File: config.mk
export PLATFORM = sky130hd
export DESIGN_NAME = dvd_ifo_header_stream_parser
export DESIGN_NICKNAME = d
export VERILOG_FILES = /design/src/rtl/core/difp_pkg.sv /design/src/rtl/core/difp_ram.sv /design/src/rtl/core/dvd_ifo_header_stream_parser.sv
export SDC_FILE = /design/constraint.sdc
export NUM_CORES = 2
export LEC_CHECK = 0
export BUFFER_PORTS_ARGS = -buffer_cell sky130_fd_sc_hd__buf_2
export CAP_MARGIN = 20
export CORE_MARGIN = 1
export CORE_UTILIZATION = 28
export CTS_BUF_LIST = sky130_fd_sc_hd__clkbuf_4
export CTS_CLUSTER_DIAMETER = 30
export CTS_CLUSTER_SIZE = 10
export DETAILED_ROUTE_END_ITERATION = 6
export GPL_TIMING_DRIVEN = 0
export SLEW_MARGIN = 20
export SYNTH_ARGS = -nofsm -noshare
export SYNTH_HDL_FRONTEND = slang
export SYNTH_HIERARCHICAL = 1
export SYNTH_SLANG_ARGS = --single-unit
export TNS_END_PERCENT = 10
File: constraint.sdc
create_clock -name clk -period 4.77 [get_ports clk]
set_input_delay 0.954 -clock clk [delete_from_list [all_inputs] [get_ports clk]]
set_output_delay 0.954 -clock clk [all_outputs]
set_load 0.05 [all_outputs]
File: src/rtl/core/difp_pkg.sv
package difp_pkg;

  typedef struct packed {
    logic [7:0] data_byte;
    logic       end_of_data;
  } in_item_t;

  typedef struct packed {
    logic [2:0]  kind;
    logic [8:0]  stream_id;
    logic [9:0]  width;
    logic [9:0]  height;
    logic [1:0]  aspect_kind;
    logic [3:0]  channels;
    logic        impaired;
    logic        commentary;
    logic        forced;
    logic        has_language;
    logic [15:0] language;
    logic        last_of_run;
  } out_item_t;

  typedef enum logic [1:0] {
    ST_IDLE,
    ST_VIDEO,
    ST_AUDIO,
    ST_SUB
  } difp_state_t;

  localparam logic [2:0] KIND_VIDEO = 3'd0;
  localparam logic [2:0] KIND_AUDIO = 3'd1;
  localparam logic [2:0] KIND_SUB   = 3'd2;
  localparam logic [2:0] KIND_BAD   = 3'd3;
  localparam logic [2:0] KIND_TRUNC = 3'd4;

  localparam logic [9:0] OFS_SIG_END = 10'd12;
  localparam logic [9:0] OFS_VIDEO   = 10'h200;
  localparam logic [9:0] OFS_ACOUNT  = 10'h202;
  localparam logic [9:0] OFS_AENTRY  = 10'h204;
  localparam logic [9:0] OFS_SCOUNT  = 10'h254;
  localparam logic [9:0] OFS_SENTRY  = 10'h256;

  localparam logic [7:0] SIG_TEXT [12] = '{
    8'h44, 8'h56, 8'h44, 8'h56, 8'h49, 8'h44,
    8'h45, 8'h4F, 8'h2D, 8'h56, 8'h54, 8'h53
  };

  localparam logic [8:0] VIDEO_ID    = 9'h1E0;
  localparam logic [7:0] SUB_ID_BASE = 8'h20;

  localparam logic [2:0] AMODE_AC3   = 3'd0;
  localparam logic [2:0] AMODE_MPEG1 = 3'd2;
  localparam logic [2:0] AMODE_MPEG2 = 3'd3;
  localparam logic [2:0] AMODE_LPCM  = 3'd4;
  localparam logic [2:0] AMODE_DTS   = 3'd6;

  localparam logic [7:0] AID_AC3   = 8'h80;
  localparam logic [7:0] AID_MPEG1 = 8'hC0;
  localparam logic [7:0] AID_MPEG2 = 8'hC8;
  localparam logic [7:0] AID_LPCM  = 8'hA0;
  localparam logic [7:0] AID_DTS   = 8'h88;

  localparam logic [9:0] W_FULL  = 10'd720;
  localparam logic [9:0] W_CROP  = 10'd704;
  localparam logic [9:0] W_HALF  = 10'd352;
  localparam logic [9:0] H_NTSC  = 10'd480;
  localparam logic [9:0] H_NTSCF = 10'd240;
  localparam logic [9:0] H_PAL   = 10'd576;
  localparam logic [9:0] H_PALF  = 10'd288;

  localparam int AUD_LANES = 5;
  localparam int SUB_LANES = 4;

endpackage

File: src/rtl/core/difp_ram.sv
module difp_ram #(
  parameter int WIDTH = 8,
  parameter int DEPTH = 8
) (
  input  logic                                  clk,
  input  logic                                  we,
  input  logic [((DEPTH > 1) ? $clog2(DEPTH) : 1)-1:0] waddr,
  input  logic [WIDTH-1:0]                      wdata,
  input  logic [((DEPTH > 1) ? $clog2(DEPTH) : 1)-1:0] raddr,
  output logic [WIDTH-1:0]                      rdata
);

  logic [WIDTH-1:0] mem [DEPTH];

  always_ff @(posedge clk) begin
    if (we) begin
      mem[waddr] <= wdata;
    end
    rdata <= mem[raddr];
  end

endmodule

File: src/rtl/core/dvd_ifo_header_stream_parser.sv
// Title set header parser. Takes one header byte per clock while busy is low.
// A bad-signature or truncated-header error comes out in the cycle after the
// byte that causes it, and busy stays low. On a good final header byte,
// busy is high while the video descriptor and the audio and subpicture
// entries are read out of the entry memories, one entry per cycle through
// their single read port; the results follow back to back, one per cycle,
// through the state and output registers. Results are strobed by out_valid
// for a single cycle and cannot be held off by the receiver.
module dvd_ifo_header_stream_parser #(
  parameter int HEADER_BYTES   = 984,
  parameter int MAX_AUDIO      = 8,
  parameter int MAX_SUBPICTURE = 32
) (
  input  logic                 clk,
  input  logic                 rst_n,
  input  logic                 start,
  output logic                 busy,
  input  difp_pkg::in_item_t   in_item,
  output logic                 out_valid,
  output difp_pkg::out_item_t  out_item
);
  import difp_pkg::*;

  localparam int AW  = (MAX_AUDIO > 1) ? $clog2(MAX_AUDIO) : 1;
  localparam int SW  = (MAX_SUBPICTURE > 1) ? $clog2(MAX_SUBPICTURE) : 1;
  localparam int IW  = (AW > SW) ? AW : SW;
  localparam int ACW = $clog2(MAX_AUDIO + 1);
  localparam int SCW = $clog2(MAX_SUBPICTURE + 1);
  localparam logic [9:0] HB_END  = 10'(HEADER_BYTES);
  localparam logic [9:0] HB_LAST = 10'(HEADER_BYTES - 1);
  localparam logic [9:0] AUD_END = 10'(32'h204 + 8 * MAX_AUDIO);
  localparam logic [9:0] SP_END  = 10'(32'h256 + 6 * MAX_SUBPICTURE);

  difp_state_t state_r, state_nxt;
  logic [IW-1:0]  idx_r, idx_nxt;
  logic           pend_r;
  logic           run_done;
  logic           out_valid_r, out_valid_nxt;
  out_item_t      out_item_r, out_item_nxt;

  logic [9:0]     offset_r;
  logic           sig_ok_r;
  logic [15:0]    video_r;
  logic [7:0]     cnt_hi_r;
  logic [ACW-1:0] aud_cnt_r;
  logic [SCW-1:0] sp_cnt_r;
  logic [2:0]     sp_phase_r;
  logic [SW-1:0]  sp_idx_r;

  logic           accept, store, is_final, rearm;
  logic           in_aud, in_sp;
  logic [9:0]     arel;
  logic [7:0]     b;
  logic [AUD_LANES-1:0] aud_we;
  logic [SUB_LANES-1:0] sp_we;
  logic [AW-1:0]  aud_raddr;
  logic [SW-1:0]  sp_raddr;
  logic [AUD_LANES-1:0][7:0] aud_rd;
  logic [SUB_LANES-1:0][7:0] sp_rd;

  logic [1:0]  vstd, var_code;
  logic [2:0]  vres;
  logic [9:0]  vid_w, vid_h;
  logic [1:0]  vid_aspect;
  logic [7:0]  abase;
  logic [8:0]  aud_id;
  logic        aud_hl, sp_hl, aud_last, sp_last;
  logic [7:0]  aty, sty;

  assign busy      = (state_r != ST_IDLE);
  assign accept    = start && !busy;
  assign b         = in_item.data_byte;
  assign store     = accept && (offset_r < HB_END);
  assign is_final  = (offset_r == HB_LAST);
  assign in_aud    = (offset_r >= OFS_AENTRY) && (offset_r < AUD_END);
  assign in_sp     = (offset_r >= OFS_SENTRY) && (offset_r < SP_END);
  assign arel      = offset_r - OFS_AENTRY;
  assign out_valid = out_valid_r;
  assign out_item  = out_item_r;

  assign rearm = (accept && in_item.end_of_data && !(store && is_final && sig_ok_r))
              || (run_done && pend_r);

  // entry stores, one byte lane per kept byte
  always_comb begin
    aud_we = '0;
    if (store && in_aud) begin
      case (arel[2:0])
        3'd0:    aud_we[0] = 1'b1;
        3'd1:    aud_we[1] = 1'b1;
        3'd2:    aud_we[2] = 1'b1;
        3'd3:    aud_we[3] = 1'b1;
        3'd5:    aud_we[4] = 1'b1;
        default: aud_we = '0;
      endcase
    end
  end

  always_comb begin
    sp_we = '0;
    if (store && in_sp) begin
      case (sp_phase_r)
        3'd0:    sp_we[0] = 1'b1;
        3'd2:    sp_we[1] = 1'b1;
        3'd3:    sp_we[2] = 1'b1;
        3'd5:    sp_we[3] = 1'b1;
        default: sp_we = '0;
      endcase
    end
  end

  assign aud_raddr = (state_r == ST_AUDIO) ? AW'(idx_r[AW-1:0] + 1'b1) : '0;
  assign sp_raddr  = (state_r == ST_SUB) ? SW'(idx_r[SW-1:0] + 1'b1) : '0;

  for (genvar l = 0; l < AUD_LANES; l++) begin : g_aud
    difp_ram #(.WIDTH(8), .DEPTH(MAX_AUDIO)) u_ram (
      .clk   (clk),
      .we    (aud_we[l]),
      .waddr (arel[3 +: AW]),
      .wdata (b),
      .raddr (aud_raddr),
      .rdata (aud_rd[l])
    );
  end

  for (genvar l = 0; l < SUB_LANES; l++) begin : g_sp
    difp_ram #(.WIDTH(8), .DEPTH(MAX_SUBPICTURE)) u_ram (
      .clk   (clk),
      .we    (sp_we[l]),
      .waddr (sp_idx_r),
      .wdata (b),
      .raddr (sp_raddr),
      .rdata (sp_rd[l])
    );
  end

  // header registers
  always_ff @(posedge clk) begin
    if (!rst_n || rearm) begin
      offset_r   <= '0;
      sig_ok_r   <= 1'b1;
      video_r    <= '0;
      cnt_hi_r   <= '0;
      aud_cnt_r  <= '0;
      sp_cnt_r   <= '0;
      sp_phase_r <= '0;
      sp_idx_r   <= '0;
    end else if (store) begin
      offset_r <= offset_r + 1'b1;
      if (offset_r < OFS_SIG_END) begin
        if (b != SIG_TEXT[offset_r[3:0]]) begin
          sig_ok_r <= 1'b0;
        end
      end
      if (offset_r == OFS_VIDEO) begin
        video_r[15:8] <= b;
      end
      if (offset_r == OFS_VIDEO + 10'd1) begin
        video_r[7:0] <= b;
      end
      if (offset_r == OFS_ACOUNT || offset_r == OFS_SCOUNT) begin
        cnt_hi_r <= b;
      end
      if (offset_r == OFS_ACOUNT + 10'd1) begin
        aud_cnt_r <= (cnt_hi_r != '0 || b > 8'(MAX_AUDIO)) ? ACW'(MAX_AUDIO) : ACW'(b);
      end
      if (offset_r == OFS_SCOUNT + 10'd1) begin
        sp_cnt_r <= (cnt_hi_r != '0 || b > 8'(MAX_SUBPICTURE)) ?
                    SCW'(MAX_SUBPICTURE) : SCW'(b);
      end
      if (in_sp) begin
        if (sp_phase_r == 3'd5) begin
          sp_phase_r <= '0;
          sp_idx_r   <= sp_idx_r + 1'b1;
        end else begin
          sp_phase_r <= sp_phase_r + 3'd1;
        end
      end
    end
  end

  // descriptor decode
  assign vstd     = video_r[13:12];
  assign var_code = video_r[11:10];
  assign vres     = video_r[5:3];

  always_comb begin
    vid_w = '0;
    vid_h = '0;
    if (!vres[2] && (vstd == 2'd0 || vstd == 2'd1)) begin
      case (vres[1:0])
        2'd0:    vid_w = W_FULL;
        2'd1:    vid_w = W_CROP;
        default: vid_w = W_HALF;
      endcase
      if (vstd == 2'd0) begin
        vid_h = (vres[1:0] == 2'd3) ? H_NTSCF : H_NTSC;
      end else begin
        vid_h = (vres[1:0] == 2'd3) ? H_PALF : H_PAL;
      end
    end
    case (var_code)
      2'd0:    vid_aspect = 2'd0;
      2'd3:    vid_aspect = 2'd1;
      default: vid_aspect = 2'd2;
    endcase
  end

  always_comb begin
    case (aud_rd[0][7:5])
      AMODE_AC3:   abase = AID_AC3;
      AMODE_MPEG1: abase = AID_MPEG1;
      AMODE_MPEG2: abase = AID_MPEG2;
      AMODE_LPCM:  abase = AID_LPCM;
      AMODE_DTS:   abase = AID_DTS;
      default:     abase = '0;
    endcase
  end

  assign aud_id   = (abase == '0) ? '0 : 9'(abase) + 9'(idx_r[AW-1:0]);
  assign aud_hl   = (aud_rd[0][3:2] == 2'b01);
  assign sp_hl    = (sp_rd[0][1:0] == 2'b01);
  assign aty      = aud_rd[4];
  assign sty      = sp_rd[3];
  assign aud_last = (7'(idx_r) + 7'd1 == 7'(aud_cnt_r));
  assign sp_last  = (7'(idx_r) + 7'd1 == 7'(sp_cnt_r));

  // run sequencer
  always_comb begin
    state_nxt     = state_r;
    idx_nxt       = idx_r;
    run_done      = 1'b0;
    out_valid_nxt = 1'b0;
    out_item_nxt  = '0;
    case (state_r)
      ST_IDLE: begin
        if (store) begin
          if (is_final) begin
            if (!sig_ok_r) begin
              out_valid_nxt            = 1'b1;
              out_item_nxt.kind        = KIND_BAD;
              out_item_nxt.last_of_run = 1'b1;
            end else begin
              state_nxt = ST_VIDEO;
            end
          end else if (in_item.end_of_data) begin
            out_valid_nxt            = 1'b1;
            out_item_nxt.kind        = KIND_TRUNC;
            out_item_nxt.last_of_run = 1'b1;
          end
        end
      end
      ST_VIDEO: begin
        out_valid_nxt            = 1'b1;
        out_item_nxt.kind        = KIND_VIDEO;
        out_item_nxt.stream_id   = VIDEO_ID;
        out_item_nxt.width       = vid_w;
        out_item_nxt.height      = vid_h;
        out_item_nxt.aspect_kind = vid_aspect;
        idx_nxt                  = '0;
        if (aud_cnt_r != '0) begin
          state_nxt = ST_AUDIO;
        end else if (sp_cnt_r != '0) begin
          state_nxt = ST_SUB;
        end else begin
          state_nxt                = ST_IDLE;
          run_done                 = 1'b1;
          out_item_nxt.last_of_run = 1'b1;
        end
      end
      ST_AUDIO: begin
        out_valid_nxt             = 1'b1;
        out_item_nxt.kind         = KIND_AUDIO;
        out_item_nxt.stream_id    = aud_id;
        out_item_nxt.channels     = 4'(aud_rd[1][2:0]) + 4'd1;
        out_item_nxt.impaired     = (aty == 8'd2);
        out_item_nxt.commentary   = (aty == 8'd3) || (aty == 8'd4);
        out_item_nxt.has_language = aud_hl;
        out_item_nxt.language     = aud_hl ? {aud_rd[2], aud_rd[3]} : '0;
        idx_nxt                   = IW'(idx_r + 1'b1);
        if (aud_last) begin
          idx_nxt = '0;
          if (sp_cnt_r != '0) begin
            state_nxt = ST_SUB;
          end else begin
            state_nxt                = ST_IDLE;
            run_done                 = 1'b1;
            out_item_nxt.last_of_run = 1'b1;
          end
        end
      end
      ST_SUB: begin
        out_valid_nxt             = 1'b1;
        out_item_nxt.kind         = KIND_SUB;
        out_item_nxt.stream_id    = 9'(SUB_ID_BASE) + 9'(idx_r[SW-1:0]);
        out_item_nxt.impaired     = (sty >= 8'd1) && (sty <= 8'd7);
        out_item_nxt.commentary   = (sty >= 8'd13) && (sty <= 8'd15);
        out_item_nxt.forced       = (sty == 8'd9);
        out_item_nxt.has_language = sp_hl;
        out_item_nxt.language     = sp_hl ? {sp_rd[1], sp_rd[2]} : '0;
        idx_nxt                   = IW'(idx_r + 1'b1);
        if (sp_last) begin
          idx_nxt                  = '0;
          state_nxt                = ST_IDLE;
          run_done                 = 1'b1;
          out_item_nxt.last_of_run = 1'b1;
        end
      end
      default: begin
        state_nxt = ST_IDLE;
      end
    endcase
  end

  always_ff @(posedge clk) begin
    if (!rst_n) begin
      state_r     <= ST_IDLE;
      idx_r       <= '0;
      pend_r      <= 1'b0;
      out_valid_r <= 1'b0;
    end else begin
      state_r     <= state_nxt;
      idx_r       <= idx_nxt;
      out_valid_r <= out_valid_nxt;
      if (store && is_final && sig_ok_r && in_item.end_of_data) begin
        pend_r <= 1'b1;
      end else if (run_done) begin
        pend_r <= 1'b0;
      end
    end
  end

  always_ff @(posedge clk) begin
    out_item_r <= out_item_nxt;
  end

endmodule

[Word level (Yosys, flattened, before mapping)]
Memory sizes are Yosys's and may differ from the RTL's. A register that Yosys moved wholly into a read port is not among the register bits.
Cells that the tools add are included.
Operators by class
  $add $sub $neg: 10
  magnitude comparators: 13
  equality and inequality tests: 39
  muxes and demuxes: 77
  bitwise gates (word level): 1
  reductions and logical operators: 51
Operator list (number)
  $eq A10 B10 Y1 const B: 7
  $pmux W8 S5: 1
  $mux W1: 37
  $pmux W17 S2: 1
  $mux W16: 2
  $lt A10 B10 Y1 const B: 3
  $pmux W9 S3: 1
  $ge A10 B10 Y1 const B: 2
  $mux W10: 2
  $mux W5: 4
  $pmux W10 S2: 1
  $eq A3 B2 Y1 const B: 6
  $mux W9: 2
  $eq A8 B2 Y1 const B: 2
  $mux W2: 8
  $mux W8: 2
  $logic_and A1 B1 Y1: 15
  $mux W3: 5
  $pmux W5 S3: 1
  $reduce_and A2 Y1: 7
  $eq A3 B3 Y1 const B: 4
  $pmux W3 S4: 1
  $add A10 B1 Y10 const B: 1
  $add A5 B1 Y5 const B: 2
  44 further kinds: 74
Word-level totals
  bits in registers: 117
  RAM bits: 1344
  bits in read-only memories: 128
  input port bits: 12
  output and inout port bits: 61
  memories: 10
Memories
  g_sp[0].u_ram.mem: words 32, bits a word 8, rd ports 1, clocked after Yosys merged registers in 1, wr ports 1, RTL line difp_ram.sv:13  | logic [WIDTH-1:0] mem [DEPTH];
  g_sp[1].u_ram.mem: words 32, bits a word 8, rd ports 1, clocked after Yosys merged registers in 1, wr ports 1, RTL line difp_ram.sv:13
  g_sp[2].u_ram.mem: words 32, bits a word 8, rd ports 1, clocked after Yosys merged registers in 1, wr ports 1, RTL line difp_ram.sv:13
  g_sp[3].u_ram.mem: words 32, bits a word 8, rd ports 1, clocked after Yosys merged registers in 1, wr ports 1, RTL line difp_ram.sv:13
  (no name shown): words 16, bits a word 8, rd ports 1, clocked after Yosys merged registers in 0, wr ports 0, RTL line dvd_ifo_header_stream_parser.sv:151  | if (b != SIG_TEXT[offset_r[3:0]]) begin
  g_aud[0].u_ram.mem: words 8, bits a word 8, rd ports 1, clocked after Yosys merged registers in 1, wr ports 1, RTL line difp_ram.sv:13
  4 more memories

[Logic depth before layout (Yosys ltp)]
  word-level depth: 10
  depth in mapped cells: 10
  mapped depth without buffers: 8

[Modules after synthesis]
Netlist, hierarchy kept.
Modules (own cells, without submodules)
  difp_ram at g_sp[0].u_ram ...: times used 4, cells each 417, area each 10053.4 um^2, seq. area each 7847.5 um^2
  difp_ram at g_aud[0].u_ram ...: times used 5, cells each 114, area each 2691.3 um^2, seq. area each 2082.0 um^2
  dvd_ifo_header_stream_parser: times used 1, cells each 552, area each 4967.3 um^2, seq. area each 2042.0 um^2

[Worst setup path after synthesis]
Ideal clock, no wire load.
  path kind: input port to flip-flop
  from: input start
  to: memory g_sp[1].u_ram.mem[28][0] (enable)
  setup time: 370 ps
  data arrival time: 3310 ps
  required time: 4400 ps
  path slack: 1089 ps
  cell stages on the path: 8
  path buffers: 2
  cells stage by stage: nor3b_1 -> nand2_1 -> a221o_1 -> buf_6 -> nor4b_1 -> or3b_2 -> clkbuf_1 -> nor2_1
Between the ends
  word-level cells in the longest chain between the ends: 6
RTL lines
  start, declared: RTL line dvd_ifo_header_stream_parser.sv:16  | input logic start,
  $logic_and A1 B1 Y1: RTL line dvd_ifo_header_stream_parser.sv:71  | assign accept = start && !busy;
  $logic_and A1 B1 Y1: RTL line dvd_ifo_header_stream_parser.sv:73  | assign store = accept && (offset_r < HB_END);
  $logic_and A1 B1 Y1: RTL line dvd_ifo_header_stream_parser.sv:101  | if (store && in_sp) begin
  $mux W4: RTL line dvd_ifo_header_stream_parser.sv:101
  named net sp_we[1]: RTL line dvd_ifo_header_stream_parser.sv:55  | logic [SUB_LANES-1:0] sp_we;
  $mux W1: RTL line difp_ram.sv:16  | if (we) begin
  $mux W1 (implied by the code): RTL line difp_ram.sv:17  | mem[waddr] <= wdata;
  end, declared: RTL line difp_ram.sv:13
The timed path passes the listed nets, and every way through them passes these cells.

[Worst setup path in the final report]
  from: register state_r[0]
  to: register g_sp[2].u_ram.rdata[3] (read register of g_sp[2].u_ram.mem)
Between the ends
  word-level cells in the longest chain between the ends: 2
RTL lines
  start, declared: RTL line dvd_ifo_header_stream_parser.sv:34  | difp_state_t state_r, state_nxt;
  start signal, assigned: RTL line dvd_ifo_header_stream_parser.sv:322  | state_r <= state_nxt;
  $eq A2 B2 Y1: RTL line dvd_ifo_header_stream_parser.sv:113  | assign sp_raddr = (state_r == ST_SUB) ? SW'(idx_r[SW-1:0] + 1'b1) : '0;
  $mux W5: RTL line dvd_ifo_header_stream_parser.sv:113
  named net sp_raddr[2]: RTL line dvd_ifo_header_stream_parser.sv:57  | logic [SW-1:0] sp_raddr;
  end, declared: RTL line difp_ram.sv:10  | output logic [WIDTH-1:0] rdata
The timed path passes the listed nets, and every way through them passes these cells.
A chain may end at the register's enable or synchronous reset.

==> reports/metrics.cfg <==
[timing]
setup_violations=0
post-route-min-period_ns=4.45
final.period_utilization_pct=93.2
max_slew.worst_pin.slew_ns=1.07
whs_ns=0.182
finalMaxSlewViolations=0
grt_setup_unrepaired=false
report.final.hold_viol_count=0
timing.fmax_mhz=225
fin_worst_skew_ns=0.101
timing.max_slew.rel_slack_pct=28.6

[pwr]
net_sw_power_uw=4410
power_density_nw_per_um2=363
sequentialPowerShare_pct=58.6
final_power_uw=20200
power_report.internal_total_uw=15800
vdd_ir_drop_max_uv=158
clkPwrFrac_pct=40.0
combinational_share_of_power_pct=1.4
p_leak_uw=0.0171
swShare_pct=21.8

[clock_network]
deepest_clock_path_buffer_count=3
h-tree-depth=4
tritoncts_clock_tree=yes
number_of_buffers_added_by_the_clock_tree_synthesis_step=202
cts_clk_pin_slew_worst_paths_ns=0.10
clkSinkCount=1248
cts_root_buf=sky130_fd_sc_hd__clkbuf_4
clkLatencyLatePin_ns=1.15
post-cts-setup-buffer-count=0

[setup_path]
cp.arrival_ns=5.44
endpoint_class_of_the_critical_path=flop
crit_fanout=10
timing.critical_path.required_ns=5.77
criticalPathCategory=reg2reg
critical_path.startpoint_type=flop

[synthesis]
synth_area_um2=48700
syn_inst=2430
yosys_warnings=6
syn_area_per_cell_um2=20.1

[layout]
non_filler_instance_count_after_layout=5204
fillCellCount=16500
fraction_of_layout_instances_using_a_drive_strength_above_1_pct=30.2
finalCoreUtilization_pct=32.3
area_growth_pct=14.2
final_common_cell=sky130_fd_sc_hd__edfxtp_1
finalNetCount=2749
layout_common_cells=sky130_fd_sc_hd__edfxtp_1, sky130_fd_sc_hd__mux4_2, sky130_fd_sc_hd__clkbuf_4

[die]
floorplan.die_area_um2=176000
die_y_um=419
row_count=152
ios=73
start_util_pct=28.3
die_x_um=419
placeableCoreArea_um2=172000

[routing]
met2WireLength_um=51200
drt_first_pass_iters=7
wl_per_cell_um=20.7
drc=0
via_count=24000
route.layer.met1.wl_um=47600
routed_via_density=4.61
antenna_left=0
top_signal_layer_used=met5
drt-total-wl_um=108000
initialDrtViolationCount=2337
routed-wl-met3_um=6930

[placed_design]
dpl.cell_count=4824
dp.final_hpwl_um=67100
gp_congestion=0.789
place.port_buffers=64

[grt]
grt-ovfl-total=0
grt_start_max_net_pins=122
grt_util_all_layers_pct=12.2
antenna_found_initial=6
first_global_vias=24200
global_route_wire_length_before_repair_um=159000

[job]
timing.max_cap.violations=0

[min_path]
worst_min_delay_path_category=in2reg

[status]
status=finished clean

==> critical path: stages (launching register included) <==
cell and delay [ns]:
sky130_fd_sc_hd__dfxtp_1 0.36, sky130_fd_sc_hd__buf_2 0.23, sky130_fd_sc_hd__nand2_1 0.11, sky130_fd_sc_hd__clkbuf_1 0.45, sky130_fd_sc_hd__nor2_2 0.62, sky130_fd_sc_hd__clkbuf_1 0.55, sky130_fd_sc_hd__buf_1 0.73, sky130_fd_sc_hd__mux4_2 0.46
sky130_fd_sc_hd__mux4_2 0.54, sky130_fd_sc_hd__mux2_2 0.32
==> per-stage QoR <==
step	setup WS, ns	instance area, um^2	setup TNS, ns
detailed placement	-0.0409	52400	-0.604
global placement	-0.0257	52000	-0.200
CTS	0.0926	55700	0
floorplan	1.09	48800	0
finish	0.324	55700	0
global route	0.216	55700	0
==> path summary, 6_finish.rpt <==
check,startpoint,to,slack (ns),cells after the start
setup / recovery,state_r[0]$_SDFFE_PN0P_,g_sp[2].u_ram/rdata[3]$_DFF_P_,0.32,9
hold / removal,in_item[5],g_sp[3].u_ram/mem[21][4]$_DFFE_PP_,0.18,1
setup reg to reg,state_r[0]$_SDFFE_PN0P_,g_sp[2].u_ram/rdata[3]$_DFF_P_,0.32,9
hold reg to reg,g_aud[3].u_ram/rdata[6]$_DFF_P_,out_item[7]$_DFF_P_,0.46,1
==> power by group through the flow <==
stage	combinational, uW	sequential (uW)	clock (uW)
2_1_floorplan	60.6	12100	0
3_3_place_gp	246	12100	0
3_5_place_dp	284	12100	0
4_1_cts	283	11800	8350
5_1_grt	301	11800	8830
6_report	280	11800	8090
==> routing by layer <==
layer,global-route usage (%),vias to the layer above
met5,0,-
li1,-,10600
met4,3.80,4
met1,16.8,12400
met2,19.3,766
met3,2.63,173
==> registers in the layout, indices dropped and copies added (netlist names) <==
name	count
aud_cnt_r	4
cnt_hi_r	8
g_aud.u_ram/mem	256
g_aud.u_ram/rdata	32
g_sp.u_ram/mem	832
g_sp.u_ram/rdata	26
idx_r	5
offset_r	10
out_item	49
out_valid	1
pend_r	1
sig_ok_r	1
sp_cnt_r	6
sp_idx_r	5
sp_phase_r	3
state_r	2
video_r	7
==> area by class of cell <==
type	instances	area (um^2)	area share, %
Inverter	22	82.6	0.148
Sequential cell	1248	35900	64.4
Tap cell	2310	2890	5.19
Clock buffer	231	1730	3.11
Buffer	144	915	1.64
Timing Repair Buffer	77	701	1.26
Multi-Input combinational cell	1023	12000	21.5
Clock inverter	144	1510	2.70
Antenna cell	5	12.5	0.0225
==> what timing repair did <==
action,in CTS,in global routing
resized for setup,0,1
hold buffers,0,0
endpoints found under the setup margin,0,4
hold endpoints to repair,0,0
(Power assumes the default switching activity.)
